<file path="src/iirl_pkg.sv">
// Package for the indexed insert/remove list.
// Holds the operation codes, shared widths and the cell command struct.
// No dependencies.
package iirl_pkg;

    localparam int DATA_W       = 32;
    localparam int INDEX_W      = 8;
    localparam int CAPACITY_DEF = 64;

    // Operation codes carried on the op field
    typedef enum logic [1:0] {
        OP_INSERT = 2'd0,
        OP_REMOVE = 2'd1,
        OP_PEEK   = 2'd2
    } t_op;

    // Broadcast command seen by every cell in the row
    typedef struct packed {
        logic ins;   // insert succeeds this cycle
        logic rem;   // remove succeeds this cycle
    } t_cell_cmd;

endpackage

</file>
<file path="src/iirl_cell.sv">
// One storage cell of the list row: holds a single entry.
// Loads the new word, takes its left neighbor's word on insert or its
// right neighbor's word on remove. Depends on iirl_pkg.
module iirl_cell #(
    parameter int POS_W = 8,
    parameter int POS   = 0
) (
    input  logic                         i_clk,
    input  iirl_pkg::t_cell_cmd          i_cmd,
    input  logic [POS_W-1:0]             i_pos,
    input  logic [iirl_pkg::DATA_W-1:0]  i_value,
    input  logic [iirl_pkg::DATA_W-1:0]  i_left,
    input  logic [iirl_pkg::DATA_W-1:0]  i_right,
    output logic [iirl_pkg::DATA_W-1:0]  o_word
);
    import iirl_pkg::*;

    localparam logic [POS_W-1:0] MY_POS = POS_W'(POS);

    logic [DATA_W-1:0] r_word;
    logic [DATA_W-1:0] n_word;

    // Next entry: insert point loads, cells above it shift up;
    // on remove, cells at and above the point shift down
    always_comb begin
        n_word = r_word;
        if (i_cmd.ins) begin
            if (MY_POS == i_pos) begin
                n_word = i_value;
            end else if (MY_POS > i_pos) begin
                n_word = i_left;
            end
        end else if (i_cmd.rem) begin
            if (MY_POS >= i_pos) begin
                n_word = i_right;
            end
        end
    end

    // Payload only, no reset needed
    always_ff @(posedge i_clk) begin
        r_word <= n_word;
    end

    assign o_word = r_word;

endmodule
</file>
<file path="config.mk">
export PLATFORM = sky130hd
export DESIGN_NAME = iirl_cell
export DESIGN_NICKNAME = d
export VERILOG_FILES = /design/src/iirl_pkg.sv /design/src/iirl_cell.sv
export SDC_FILE = /design/constraint.sdc
export NUM_CORES = 1
export LEC_CHECK = 0
export ABC_AREA = 1
export BUFFER_PORTS_ARGS = -buffer_cell sky130_fd_sc_hd__buf_2
export CAP_MARGIN = 20
export CORE_MARGIN = 2
export CORE_UTILIZATION = 35
export DETAILED_ROUTE_END_ITERATION = 12
export GPL_TIMING_DRIVEN = 0
export PLACE_DENSITY = 0.7
export SYNTH_ARGS = -nofsm -noshare
export SYNTH_HDL_FRONTEND = slang
export SYNTH_SLANG_ARGS = --single-unit
</file>
<file path="constraint.sdc">
create_clock -name i_clk -period 3.67 [get_ports i_clk]
set_input_delay 0.734 -clock i_clk [delete_from_list [all_inputs] [get_ports i_clk]]
set_output_delay 0.734 -clock i_clk [all_outputs]
set_load 0.03 [all_outputs]
</file>
==> Word-level counts from Yosys, hierarchy flattened <==
Index checks and enable logic that the tools add are counted.
{ "classes": {"addsub": 0, "mul": 0, "div_mod_pow": 0, "n_lt_le_gt_ge": 2, "n_eq_ne": 1, "shifts": 0, "n_mux": 5, "bitwise": 0, "reduce_logical": 4} }
{ "ops": {"columns": ["operator", "n"], "rows": [
  ["2-to-1 mux 32 bit", 5],
  ["greater-or-equal comparator 1 x 8 -> 1 bit (first input constant)", 1],
  ["> comparator 1 x 8 -> 1 bit (first input constant)", 1],
  ["zero test 8 bit", 1],
  ["nonzero test 2 bit", 2],
  ["inequality test 3 x 1 -> 1 bit (second input constant)", 1],
  ["AND reduction 3 bit", 1]
]} }
{ "word_totals": {"reg_bits": 32, "latchBits": 0, "ram_bits": 0, "romBits": 0, "input_bits": 107, "out_inout_bits": 32, "word_cells": 13, "n_memories": 0} }

==> Longest topological paths before layout <==
{ "logic_depth": {"depth_word": 4, "ltp_mapped": 7, "ltp_nobuf": 6} }

==> Worst setup path before layout <==
Ideal clock, no wire load.
{ "synth_path": {"path_type": "input to register", "startpoint": "input i_pos[3]", "endpoint": "register r_word[0] (netlist: o_word[0]) (enable)", "arrival_ps": 2063, "required_time_ps": 3279, "slack_ps": 1216, "cell_stages": 5, "n_path_buf": 1, "cell_sequence": "nor2_2 -> nand2_2 -> nor2_8 -> buf_8 -> o21a_1"} }
{ "synth_between": {"elab_chain_len": 3, "word_cells_on_any_way": 6, "classes_between": "order compare (2); eq/ne (1); reduce/logical (3)"} }
{ "synth_lines": {"columns": ["element", "line", "rtl"], "rows": [
  ["start: declaration", "iirl_cell.sv:10", "input logic [POS_W-1:0] i_pos,"],
  ["> comparator 1 x 8 -> 1 bit (tied with other cells)", "iirl_cell.sv:30", "end else if (MY_POS > i_pos) begin"],
  ["inequality test 3 x 1 -> 1 bit (no source line) / nonzero test 2 bit (equally long branches)", null, null],
  ["AND reduction 3 bit (no source line) *", null, null],
  ["end signal: assignment", "iirl_cell.sv:42", "r_word <= n_word;"],
  ["end: declaration", "iirl_cell.sv:20", "logic [DATA_W-1:0] r_word;"]
]} }
Mark *: on every way between the ends. The rest lies on a longest branch, timed or not.
A chain may end at the register's enable or synchronous reset.

==> Worst setup path in the final report <==
Ends and elaborated chain as after synthesis.

==> impl_results.md <==
- Nets: 500
- Leak: about 1.5 nW
- Vias in the first global route: around 2100
- Slew HR: 0.477
- Worst min-delay path class: input port to flop
- F_max: roughly 450 MHz
- Final hold slack: ~0.73 ns
- Fin. Hold Viols: 0
- Initial Utilization: 0.365
- DRT antenna net count: 0
- CTS Root Buffer Type: clkbuf_8
- Maximum VDD drop: 0.000127 V
- Routed len/inst: between 10 and 15 µm
- Tmin final: approximately 2.2 ns
- Initial antenna violation count: 0
- Fraction of layout cells with a size suffix above 1: 0.425
- Hold depth: 3
- Mapped Area: 2020 µm²
- Crit-path cells: buf_2 -> nor2_2 -> nand2_2 -> nor2_8 -> buf_8 -> o21a_2
- Routed WL: between 5000 and 6000 µm
- Max_cap viols: 0
- Residual DRC count: 0
- Worst EP arrival: roughly 2.2 ns
- Slowest stage delay, CP: 0.66 ns
- Syn Nets: 356
- Post-synthesis cell count: between 200 and 250
- Core area: 5540 µm²
- RSZ-0062 raised after global routing: false
- Synth area leaders: edfxtp_1 (47%), nand2_1 (16%), o21bai_1 (12%)
- I/O pin cnt: 139
- Worst path top cell family by delay: compound AO/OA/AOI/OAI gates
- #FFs+latches synth: 32
- CTS tree: done
- Worst Hold Launch: i_right[17]
- Post-CTS Setup Bufs: 0
- DR vias/cell: around 4.5
- Fin crit share: 0.612
- Mapped Avg Cell Area: 8.13 µm²
- Final setup fails: 0
- DR iter-0 viols: 57
- Most frequent cells in the layout: buf_2 (144), nand2_1 (87), inv_1 (33)
- Buf/Inv on CP: 2
- Syn-to-layout area delta: 42.2%
- Gr usage total: 0.182
- Req. time, crit path: 3.57 ns
- First-pass GRT wire length: around 9000 µm
- Drt pass-1 iters: 5
- Vias: about 2100
- Status: completed
- Die height: 80.0 µm
- CTS resizes: 0
- Power Dens Cells: 273 nW/µm²
- CP max FO: 32
- Die area: 6400 µm²
- Largest net degree at the start of global routing: 33
- Cell Rows: 27
- Hold buffer count at cts: 0
- Global placer's final weighted congestion: slightly below 0.9
- Clock Path Buffers: 2
- Cell variety after synth: 15
- Reg clk slew, reported paths: 0.07 ns
- Sum Neg Setup Slack: 0 ns
- CP Launch Type: input port
- Htree depth: 2
- Clock Sinks: 32
- Fillcell total: 565
- Yosys Warn Count: 0
- Inserted Clock Buffers: 5
- Die W: between 80 and 90 µm
- Number of port buffers: 137
- Hold path endpoint: o_word[17]$_DFFE_PP_
- Ant diodes: 0
- Fraction of synthesized cell area taken by the top area cell type: 0.475
- Register area share after synthesis: 0.475
- Largest register FFs: 32
- Actual slew at the worst max-slew pin: between 0.7 and 0.8 ns
- Crit end category: flop
- GRT overflow: 0
- CP max stage cell: o21a_2
- Detailed Place HPWL: about 4400 µm
- Max-slew violation count: 0
- Critical path class: input port to flop
- Commonest non-fill, non-tap cell in the layout: buf_2
- Leading area contributor after synthesis: edfxtp_1
## synth_stat cells (all sizes together)
master / count
clkbuf: 4
nand3: 32
nand2: 98
o21bai: 32
o21a: 1
edfxtp: 32
inv: 33
buf: 12
nor2: 5
## layout make-up
type / instances / area [µm²] / area share
Inverter: 33 / 124 / 0.0431
Sequential cell: 32 / 961 / 0.334
Multi-Input combinational cell: 168 / 845 / 0.294
Timing Repair Buffer: 137 / 686 / 0.238
Buffer: 16 / 95.1 / 0.0331
Clock buffer: 5 / 68.8 / 0.0239
Tap cell: 72 / 90.1 / 0.0313
Clock inverter: 2 / 7.51 / 0.00261
## how the worst max path moves through the flow
| stage | from | endpoint | slack, ns | depth (start not counted) |
|---|---|---|---|---|
| after CTS | i_pos[3] | o_word[9]$_DFFE_PP_ | 1.37 | 6 |
| after global placement | i_pos[3] | o_word[5]$_DFFE_PP_ | 0.62 | 6 |
| after global routing | i_pos[7] | o_word[9]$_DFFE_PP_ | 1.24 | 6 |
| after detailed placement | i_pos[3] | o_word[8]$_DFFE_PP_ | 1.07 | 6 |
| final | i_pos[3] | o_word[0]$_DFFE_PP_ | 1.42 | 6 |
| after floorplan | i_pos[3] | o_word[0]$_DFFE_PP_ | 1.22 | 5 |
## routing by layer
metal	track usage	part of all wire	up-vias
met5	0	0	-
met4	0.0661	0.020	0
met3	0.0385	0.081	11
met2	0.339	0.50	96
met1	0.201	0.40	907
li1	-	-	1083
## cells by family (layout without fill, tap and decap cells)
logic type             Yosys count  count (layout)  synth area share
AOI/OAI and AO/OA               33              33             0.122
and+or+nand+nor                135             135             0.294
buffers and inverters           49             193             0.108
DFF                             32              32             0.475
## report_power, final
group	internal (mW)	leakage, nW	switching [mW]
combinational	0.0704	1.13	0.0637
clock	0.125	0.0391	0.120
sequential	0.406	0.278	0.000219
total	0.601	1.45	0.184
## stage by stage
| stage | utilization | cells | instance area [µm²] | worst slack (ns) | total power, mW |
|---|---|---|---|---|---|
| after floorplan | - | 249 | 2020 | 1.22 | 0.481 |
| after global placement | 0.505 | 458 | 2800 | 0.621 | 0.547 |
| after detailed placement | 0.505 | 458 | 2800 | 1.07 | 0.549 |
| after CTS | 0.519 | 465 | 2880 | 1.37 | 0.796 |
| after global routing | 0.519 | 465 | 2880 | 1.24 | 0.822 |
| final | 0.519 | 465 | 2880 | 1.42 | 0.785 |
(Power assumes the default switching activity.)
